`src/rtl/core/s2l_pkg.sv`:
```
// Package for the sRGB to CIELAB converter: fixed-point constants, the
// gamma linearisation ROM built at elaboration, and pipeline depths.
// No dependencies.
package s2l_pkg;

  localparam int FRACTION_BITS = 8;
  localparam int QBITS         = 16;
  localparam int RSHIFT        = QBITS - FRACTION_BITS;
  localparam int LMAX_FULL     = 100 << FRACTION_BITS;
  localparam int LMAX          = (LMAX_FULL > 32767) ? 32767 : LMAX_FULL;

  localparam int CBRT_STAGES = 16;
  localparam int PIPE_DEPTH  = 3 + CBRT_STAGES + 2;

  // sRGB to XYZ rows in Q16, each already divided by the D65 white
  localparam logic [15:0] MAT [3][3] = '{
    '{16'd28439, 16'd24655, 16'd12441},
    '{16'd13938, 16'd46868, 16'd4730},
    '{16'd1164,  16'd7174,  16'd57198}
  };

  // linear segment of f(): floor((903292 t + 1048634000) / 116000)
  localparam logic [16:0] LIN_KNEE   = 17'd581;
  localparam longint      LIN_SLOPE  = 903292;
  localparam longint      LIN_OFFSET = 1048634000;
  localparam longint      LIN_DIV    = 116000;
  localparam longint      LIN_RECIP  = 37025;  // floor(2^32 / 116000)

  typedef logic [16:0] lin_tab_t [256];

  function automatic logic [16:0] lin_q16(int unsigned v);
    longint unsigned t, s, lo, hi, mid, p;
    if (v <= 10) begin
      return 17'((longint'(v) * 6553600 + 164730) / 329460);
    end
    t  = ((((longint'(v) * 1000) + 14025) << 30) + 134512) / 269025;
    s  = (t * t + (64'd1 << 29)) >> 30;
    lo = 0;
    hi = 64'd1 << 30;
    while (lo < hi) begin
      mid = lo + (hi - lo + 1) / 2;
      p   = (mid * mid) >> 30;
      p   = (p * mid) >> 30;
      p   = (p * mid) >> 30;
      p   = (p * mid) >> 30;
      if (p <= s) begin
        lo = mid;
      end else begin
        hi = mid - 1;
      end
    end
    return 17'((s * lo + (64'd1 << 43)) >> 44);
  endfunction

  function automatic lin_tab_t build_lin();
    lin_tab_t tab;
    for (int i = 0; i < 256; i++) begin
      tab[i] = lin_q16(i);
    end
    return tab;
  endfunction

  localparam lin_tab_t LIN_ROM = build_lin();

endpackage

```
`src/rtl/core/s2l_labf.sv`:
```
// CIELAB f() for one channel: 16-stage digit-by-digit cube root with the
// linear segment computed alongside. Depends on s2l_pkg.
module s2l_labf (
  input  logic        clk_i,
  input  logic        en_i,
  input  logic [16:0] t_i,
  output logic [16:0] f_o
);

  typedef struct packed {
    logic [16:0] t;
    logic [15:0] r;
    logic [31:0] r2;
    logic [47:0] r3;
    logic [30:0] lx;
    logic [46:0] lp;
    logic [14:0] lq;
  } cbrt_st_t;

  cbrt_st_t stg_in [s2l_pkg::CBRT_STAGES];
  cbrt_st_t st_d   [s2l_pkg::CBRT_STAGES];
  cbrt_st_t st_q   [s2l_pkg::CBRT_STAGES];

  always_comb begin
    stg_in[0]   = '0;
    stg_in[0].t = t_i;
  end

  for (genvar j = 0; j < s2l_pkg::CBRT_STAGES; j++) begin : g_stage
    localparam int K = s2l_pkg::CBRT_STAGES - 1 - j;

    if (j > 0) begin : g_link
      assign stg_in[j] = st_q[j-1];
    end

    always_comb begin
      logic [51:0] c3;
      logic [51:0] n;
      logic [31:0] rem;
      st_d[j] = stg_in[j];
      n  = {4'b0, stg_in[j].t[15:0], 32'b0};
      c3 = 52'(stg_in[j].r3) + (52'(stg_in[j].r2) << (K + 1)) + (52'(stg_in[j].r2) << K)
         + (52'(stg_in[j].r) << (2 * K + 1)) + (52'(stg_in[j].r) << (2 * K))
         + (52'd1 << (3 * K));
      if (c3 <= n) begin
        st_d[j].r  = stg_in[j].r | (16'd1 << K);
        st_d[j].r3 = c3[47:0];
        st_d[j].r2 = stg_in[j].r2 + (32'(stg_in[j].r) << (K + 1)) + (32'd1 << (2 * K));
      end
      rem = 32'(stg_in[j].lx) - 32'(stg_in[j].lq) * 32'(s2l_pkg::LIN_DIV);
      if (j == 0) begin
        st_d[j].lx = 31'(41'(stg_in[j].t[9:0]) * 41'(s2l_pkg::LIN_SLOPE)
                   + 41'(s2l_pkg::LIN_OFFSET));
      end
      if (j == 1) begin
        st_d[j].lp = 47'(stg_in[j].lx) * 47'(s2l_pkg::LIN_RECIP);
      end
      if (j == 2) begin
        st_d[j].lq = stg_in[j].lp[46:32];
      end
      if (j == 3) begin
        if (rem >= 32'(s2l_pkg::LIN_DIV)) begin
          st_d[j].lq = stg_in[j].lq + 15'd1;
        end
      end
    end

    always_ff @(posedge clk_i) begin
      if (en_i) begin
        st_q[j] <= st_d[j];
      end
    end
  end

  always_comb begin
    if (st_q[s2l_pkg::CBRT_STAGES-1].t[16]) begin
      f_o = 17'd65536;
    end else if (st_q[s2l_pkg::CBRT_STAGES-1].t >= s2l_pkg::LIN_KNEE) begin
      f_o = {1'b0, st_q[s2l_pkg::CBRT_STAGES-1].r};
    end else begin
      f_o = {2'b0, st_q[s2l_pkg::CBRT_STAGES-1].lq};
    end
  end

endmodule

```
`config.mk`:
```
export PLATFORM = sky130hd
export DESIGN_NAME = s2l_labf
export DESIGN_NICKNAME = d
export VERILOG_FILES = /design/src/rtl/core/s2l_pkg.sv /design/src/rtl/core/s2l_labf.sv
export SDC_FILE = /design/constraint.sdc
export NUM_CORES = 2
export LEC_CHECK = 0
export ABC_AREA = 1
export BUFFER_PORTS_ARGS = -buffer_cell sky130_fd_sc_hd__clkbuf_2
export CAP_MARGIN = 15
export CELL_PAD_IN_SITES_DETAIL_PLACEMENT = 0
export CELL_PAD_IN_SITES_GLOBAL_PLACEMENT = 2
export CORE_UTILIZATION = 42
export DETAILED_ROUTE_END_ITERATION = 10
export GPL_ROUTABILITY_DRIVEN = 1
export PLACE_DENSITY_LB_ADDON = 0.1
export SKIP_CTS_REPAIR_TIMING = 1
export SLEW_MARGIN = 40
export SYNTH_ARGS = -nofsm -noshare
export SYNTH_HDL_FRONTEND = slang
export SYNTH_SLANG_ARGS = --single-unit
```
`constraint.sdc`:
```
create_clock -name clk_i -period 7.6 [get_ports clk_i]
set_input_delay 1.52 -clock clk_i [delete_from_list [all_inputs] [get_ports clk_i]]
set_output_delay 1.52 -clock clk_i [all_outputs]
set_load 0.03 [all_outputs]
```
# Word level (Yosys, flattened, before mapping)
# Memory sizes are Yosys's and may differ from the RTL's.
# Index checks and enable logic that the tools add are counted.
[totals]
register_bits = 0
ram_bits = 3296
inputBits = 19
mem_count = 1
[memory_table]
columns = ["memory", "words", "word_bits", "read_ports", "rd_clocked_by_memory_dff", "wr", "line", "rtl"]
rows = [
  ["st_q", 16, 206, 16, 0, 16, "s2l_labf.sv:22", "cbrt_st_t st_q [s2l_pkg::CBRT_STAGES];"],
]
[op_classes]
add_sub_neg = 108
mul = 3
n_lt_le_gt_ge = 18
mux = 21
[ops]
columns = ["operator", "count"]
rows = [
  ["$le 52x48->1", 15],
  ["$mux 96", 1],
  ["$mux 95", 1],
  ["$mux 94", 1],
  ["$mux 93", 1],
  ["$mux 92", 1],
  ["$mux 91", 1],
  ["$mux 90", 1],
  ["$mux 89", 1],
  ["$mux 88", 1],
  ["$mux 87", 1],
  ["$mux 86", 1],
  ["$mux 85", 1],
  ["$mux 84", 1],
  ["$mux 83", 1],
  ["$mux 82", 1],
  ["$mux 81", 1],
  ["$add 51x20->52", 1],
  ["$add 51x22->52", 1],
  ["$add 51x24->52", 1],
  ["$add 51x26->52", 1],
  ["$add 51x28->52", 1],
  ["$add 51x30->52", 1],
  ["$add 51x32->52", 1],
  ["111 further kinds", 112],
]

# Longest topological paths before layout
# An unclocked memory read counts as a cell.
[logic_depth]
depth_word = 8
mapped_depth = 41

# Worst setup path after synthesis
# No wires, ideal clock.
[synth_timing]
path_type = "register to register"
start = "memory st_q[2][50] (netlist name)"
end = "memory st_q[3][10] (netlist name) (data pin)"
arrival_ns = 6.277
setup_slack_ns = 1.070
stages_incl_launch_ff = 37
path_buffers = 1
synth_period_minus_slack_ns = 6.530
cell_sequence = "edfxtp_1 > inv_1 > fa_1 > inv_1 > ha_1 > fa_1 > inv_1 > fa_1 > inv_1 > fa_1 > ha_1 > a21oi_1 > o21ai_0 > a21o_1 > nand2_1 > nand2_1 > nand2_1 > nand2_1 > nand2_1 > nand2_1 > nand2_1 > nand2_1 > xnor2_1 > ha_1 > nand2_1 > nor4_1 > nand3_1 > nand3_1 > xnor2_1 > nand2_1 > nor2_2 > nand2_1 > nor2_4 > nand2_2 > buf_6 > nand2_1 > nand2_1"
[synth_lines]
columns = ["element", "line"]
rows = [
  ["start: declaration", "s2l_labf.sv:22"],
]

==> impl_metrics.csv <==
group,metric,value,unit
clock_network,clk_latency,0.84,ns
timing,fmax,142,MHz
synth,syn_nets,13288,
synth,synth_edf_count,1275,
detailed_routing,dr.pass1.iters,6,
global_routing,grt_pass1_wl,464000,um
worst_setup_path,path_max_fanout,6,
floorplan,die-area,0.249,sq mm
detailed_routing,drc,0,
worst_setup_path,slowest_stage,"fa_1",
detailed_routing,drt_wl_total,300000,um
synth,synth_ff_type,"edfxtp_1",
place,place_area,0.108,sq mm
timing,slew_violations,0,
global_routing,antenna_found_initial,5,
place,io_buffers,35,
clock_network,cts_max_level,4,
clock_network,root_buffer,"clkbuf_16",
synth,synth_simple_gate_area_share,18.5,%
worst_setup_path,reg2reg_slack,0.57,ns
worst_setup_path,start_kind,"flip-flop",
synth,synth_top_area_share,36.9,%
synth,syn_avg_cell_area,9.09,sq um
clock_network,cts_tree,"done",
worst_setup_path,reg2reg_to,"st_q[15][173]$_SDFFCE_PN1P_",
synth,synth.area.top_cells,"edfxtp_1 (37%), ha_1 (17%), nand2_1 (10%)",
detailed_routing,antenna_left,0,
floorplan,core-area,0.246,sq mm
clock_network,path_clk_slew,0.06,ns
synth,synth.distinct_cells,69,
timing,fin_worst_skew,0.0395,ns
timing,rsz0062_at_grt,"false",
floorplan,num_io_pins,36,
global_routing,grt-ovfl-total,0,
status,status,"finished clean",
clock_network,cts_sinks,1275,
floorplan,die_h,499,um
cells_and_area,largestRegisters,"st_q (1275)",
hold_path,hold_path_depth,0,
timing,fin_tns_setup,0,ns
cells_and_area,drive_gt1_share,3.82,%
worst_setup_path,worst_path_largest_cell_delay,0.50,ns
cells_and_area,fin_nets,13408,
synth,synthXorXnorAreaFrac,5.25,%
global_routing,grt_pass1_vias,77741,
synth,ys_ff_latch,1275,
place,dpl.hpwl,243000,um
worst_setup_path,reg2reg_from,"st_q[14][145]$_DFFE_PP_",
timing,slew_headroom,44.5,%
timing,final-hold-violation-count,0,
clock_network,numCtsBuffers,153,
timing,post-route-min-period,7.03,ns
synth,syn_area,0.104,sq mm
worst_setup_path,path_delay_family,"simple AND/OR/NAND/NOR gates",
synth,synth_top_family_by_area,"adder cells",
hold_path,worstHoldEndpoint,"st_q[5][7]$_DFFE_PP_",
worst_setup_path,critPathBufInv,2,
synth,yosysWarnings,0,
worst_setup_path,critical_path_cell_count,31,
detailed_routing,drt_iter0_drc,5194,
cells_and_area,top_register,"st_q",
cells_and_area,area_growth,9.25,%
timing,worst_pin_slew,0.822,ns
synth,synth_compound_area_share,7.21,%
detailed_routing,wl_per_cell,20.1,um
floorplan,initial_core_util,42.2,%
synth,async_flop_share,0,%
worst_setup_path,cp.arrival,7.57,ns
synth,synthAdderAreaFrac,25.6,%
run,drv_cap,0,
place,gp_congestion,0.920,
cells_and_area,largest_reg_flops,1275,
timing,post-route-period-util,92.5,%
global_routing,grtUsageTotal,24.1,%
worst_setup_path,crit_path_end_kind,"flip-flop",
detailed_routing,vias,77875,
worst_setup_path,cp_data_required_time,8.15,ns
clock_network,clock_path_buffers,3,
worst_setup_path,path_class,"flip-flop to flip-flop",
global_routing,grt_max_degree,130,
hold_path,hp-start,"st_q[4][7]$_DFFE_PP_",
worst_setup_path,r2r_cells,31,
synth,synth.area.mux_share,0,%
floorplan,num_rows,182,
synth,yosysTopAreaCell,"edfxtp_1",
synth,synthCells,11420,
detailed_routing,avgViaCountPerCell,5.23,
hold_path,hold_class,"flip-flop to flip-flop",
synth,seq_area_frac_synth,36.9,%
worst_setup_path,cp_common_cell,"nand2_1",
cells_and_area,final_cell_area,0.113,sq mm
timing,setup_violations,0,
floorplan,die_w,499,um
## worst max path at each step
stage,start,end,slack [ns]
after global placement,st_q[2][51]$_DFFE_PP_,st_q[3][0]$_DFFE_PP_,0.35
after global routing,st_q[2][50]$_DFFE_PP_,st_q[3][3]$_DFFE_PP_,0.03
after CTS,st_q[2][50]$_DFFE_PP_,st_q[3][3]$_DFFE_PP_,0.37
final,st_q[14][145]$_DFFE_PP_,st_q[15][173]$_SDFFCE_PN1P_,0.57
after detailed placement,st_q[2][50]$_DFFE_PP_,st_q[3][8]$_DFFE_PP_,0.42
after floorplan,st_q[2][50]$_DFFE_PP_,st_q[3][10]$_DFFE_PP_,1.07
## layout by cell type, fill, tap and decap left out, types with 10 or more instances in the layout
cell type | Yosys | layout
edfxtp_1 | 1275 | 1275
a211oi_1 | 37 | 37
nand4_1 | 203 | 203
clkinv_2 | 0 | 24
buf_12 | 1 | 12
o211ai_1 | 26 | 26
nor2_1 | 666 | 665
o21bai_1 | 48 | 48
nor3_1 | 122 | 122
clkbuf_1 | 61 | 18
clkbuf_16 | 0 | 154
nand3_1 | 645 | 645
nand2_2 | 17 | 20
a31o_2 | 10 | 10
o21a_1 | 15 | 15
clkinv_1 | 3 | 25
bufinv_16 | 0 | 22
xnor2_1 | 198 | 198
o21ai_1 | 14 | 14
fa_1 | 463 | 463
buf_4 | 21 | 69
a21o_1 | 55 | 55
inv_1 | 1584 | 1583
ha_1 | 1386 | 1386
a31oi_1 | 35 | 35
nand2_1 | 2801 | 2797
a21boi_0 | 19 | 19
nor4_1 | 38 | 36
a21oi_1 | 685 | 684
nand3b_1 | 33 | 33
o21ai_0 | 339 | 339
clkbuf_2 | 0 | 34
clkinv_4 | 0 | 10
clkinvlp_4 | 0 | 14
xor2_1 | 422 | 422
## metrics by stage
step                hold slack [ns]  setup WS [ns]  util [%]  std cells
finish                        0.407          0.572      46.2      14889
global route                  0.420         0.0300      46.2      14888
CTS                           0.411          0.370      46.1      14885
global placement              0.400          0.346      44.0      14602
detailed placement            0.405          0.424      44.0      14603
floorplan                     0.400           1.07         -      11420
## kinds of logic after synthesis
logic type,after synthesis
fa+ha+maj,1849
compound gates,1339
simple gates,4591
flops,1275
buf+inv,1745
xor+xnor,621
## layout make-up
| type | count | area (sq um) |
|---|---|---|
| flip-flops and latches | 1275 | 38300 |
| well taps | 3220 | 4030 |
| clock buffers | 172 | 3920 |
| inverters | 1592 | 5980 |
| clock inverters | 110 | 1390 |
| repair buffers | 118 | 978 |
| multi-input cells | 8400 | 58800 |
| fillers | 23830 | 132000 |
| diodes | 2 | 5.00 |
## cells in the mapped netlist (15+ instances only)
cell and number:
inv_1 1584, buf_4 21, xnor2_1 198, o21bai_1 48
a211oi_1 37, ha_1 1386, nand2_1 2801, o21ai_0 339
a21oi_1 685, o211ai_1 26, nor2_1 666, nand3b_1 33
nand2_2 17, nand3_1 645, nor4_1 38, xor2_1 422
fa_1 463, buf_2 63, edfxtp_1 1275, a21boi_0 19
nand4_1 203, a21o_1 55, clkbuf_1 61, nor3_1 122
o21a_1 15, a31oi_1 35
## worst reg2reg max path: cells and delay by family, from the launching register on
family | cells | cell delay (ns)
adders and majority gates | 5 | 1.94
xor gates and xnor gates | 2 | 0.44
buffers and inverters | 2 | 0.09
DFF | 1 | 0.39
and+or+nand+nor | 17 | 3.11
AOI/OAI and AO/OA | 5 | 0.79
## per-layer routing
layer  routed length (um)  track usage, %  up-vias
li1                     -               -    38696
met1               140000            33.3    37433
met2               141000            40.0     1448
met3                12900            3.23      298
met4                 6010            5.04        0
met5                    0               0        -
Power is not shown: default switching activity piles up to over one toggle a cycle in this logic, so the estimate is an artifact.
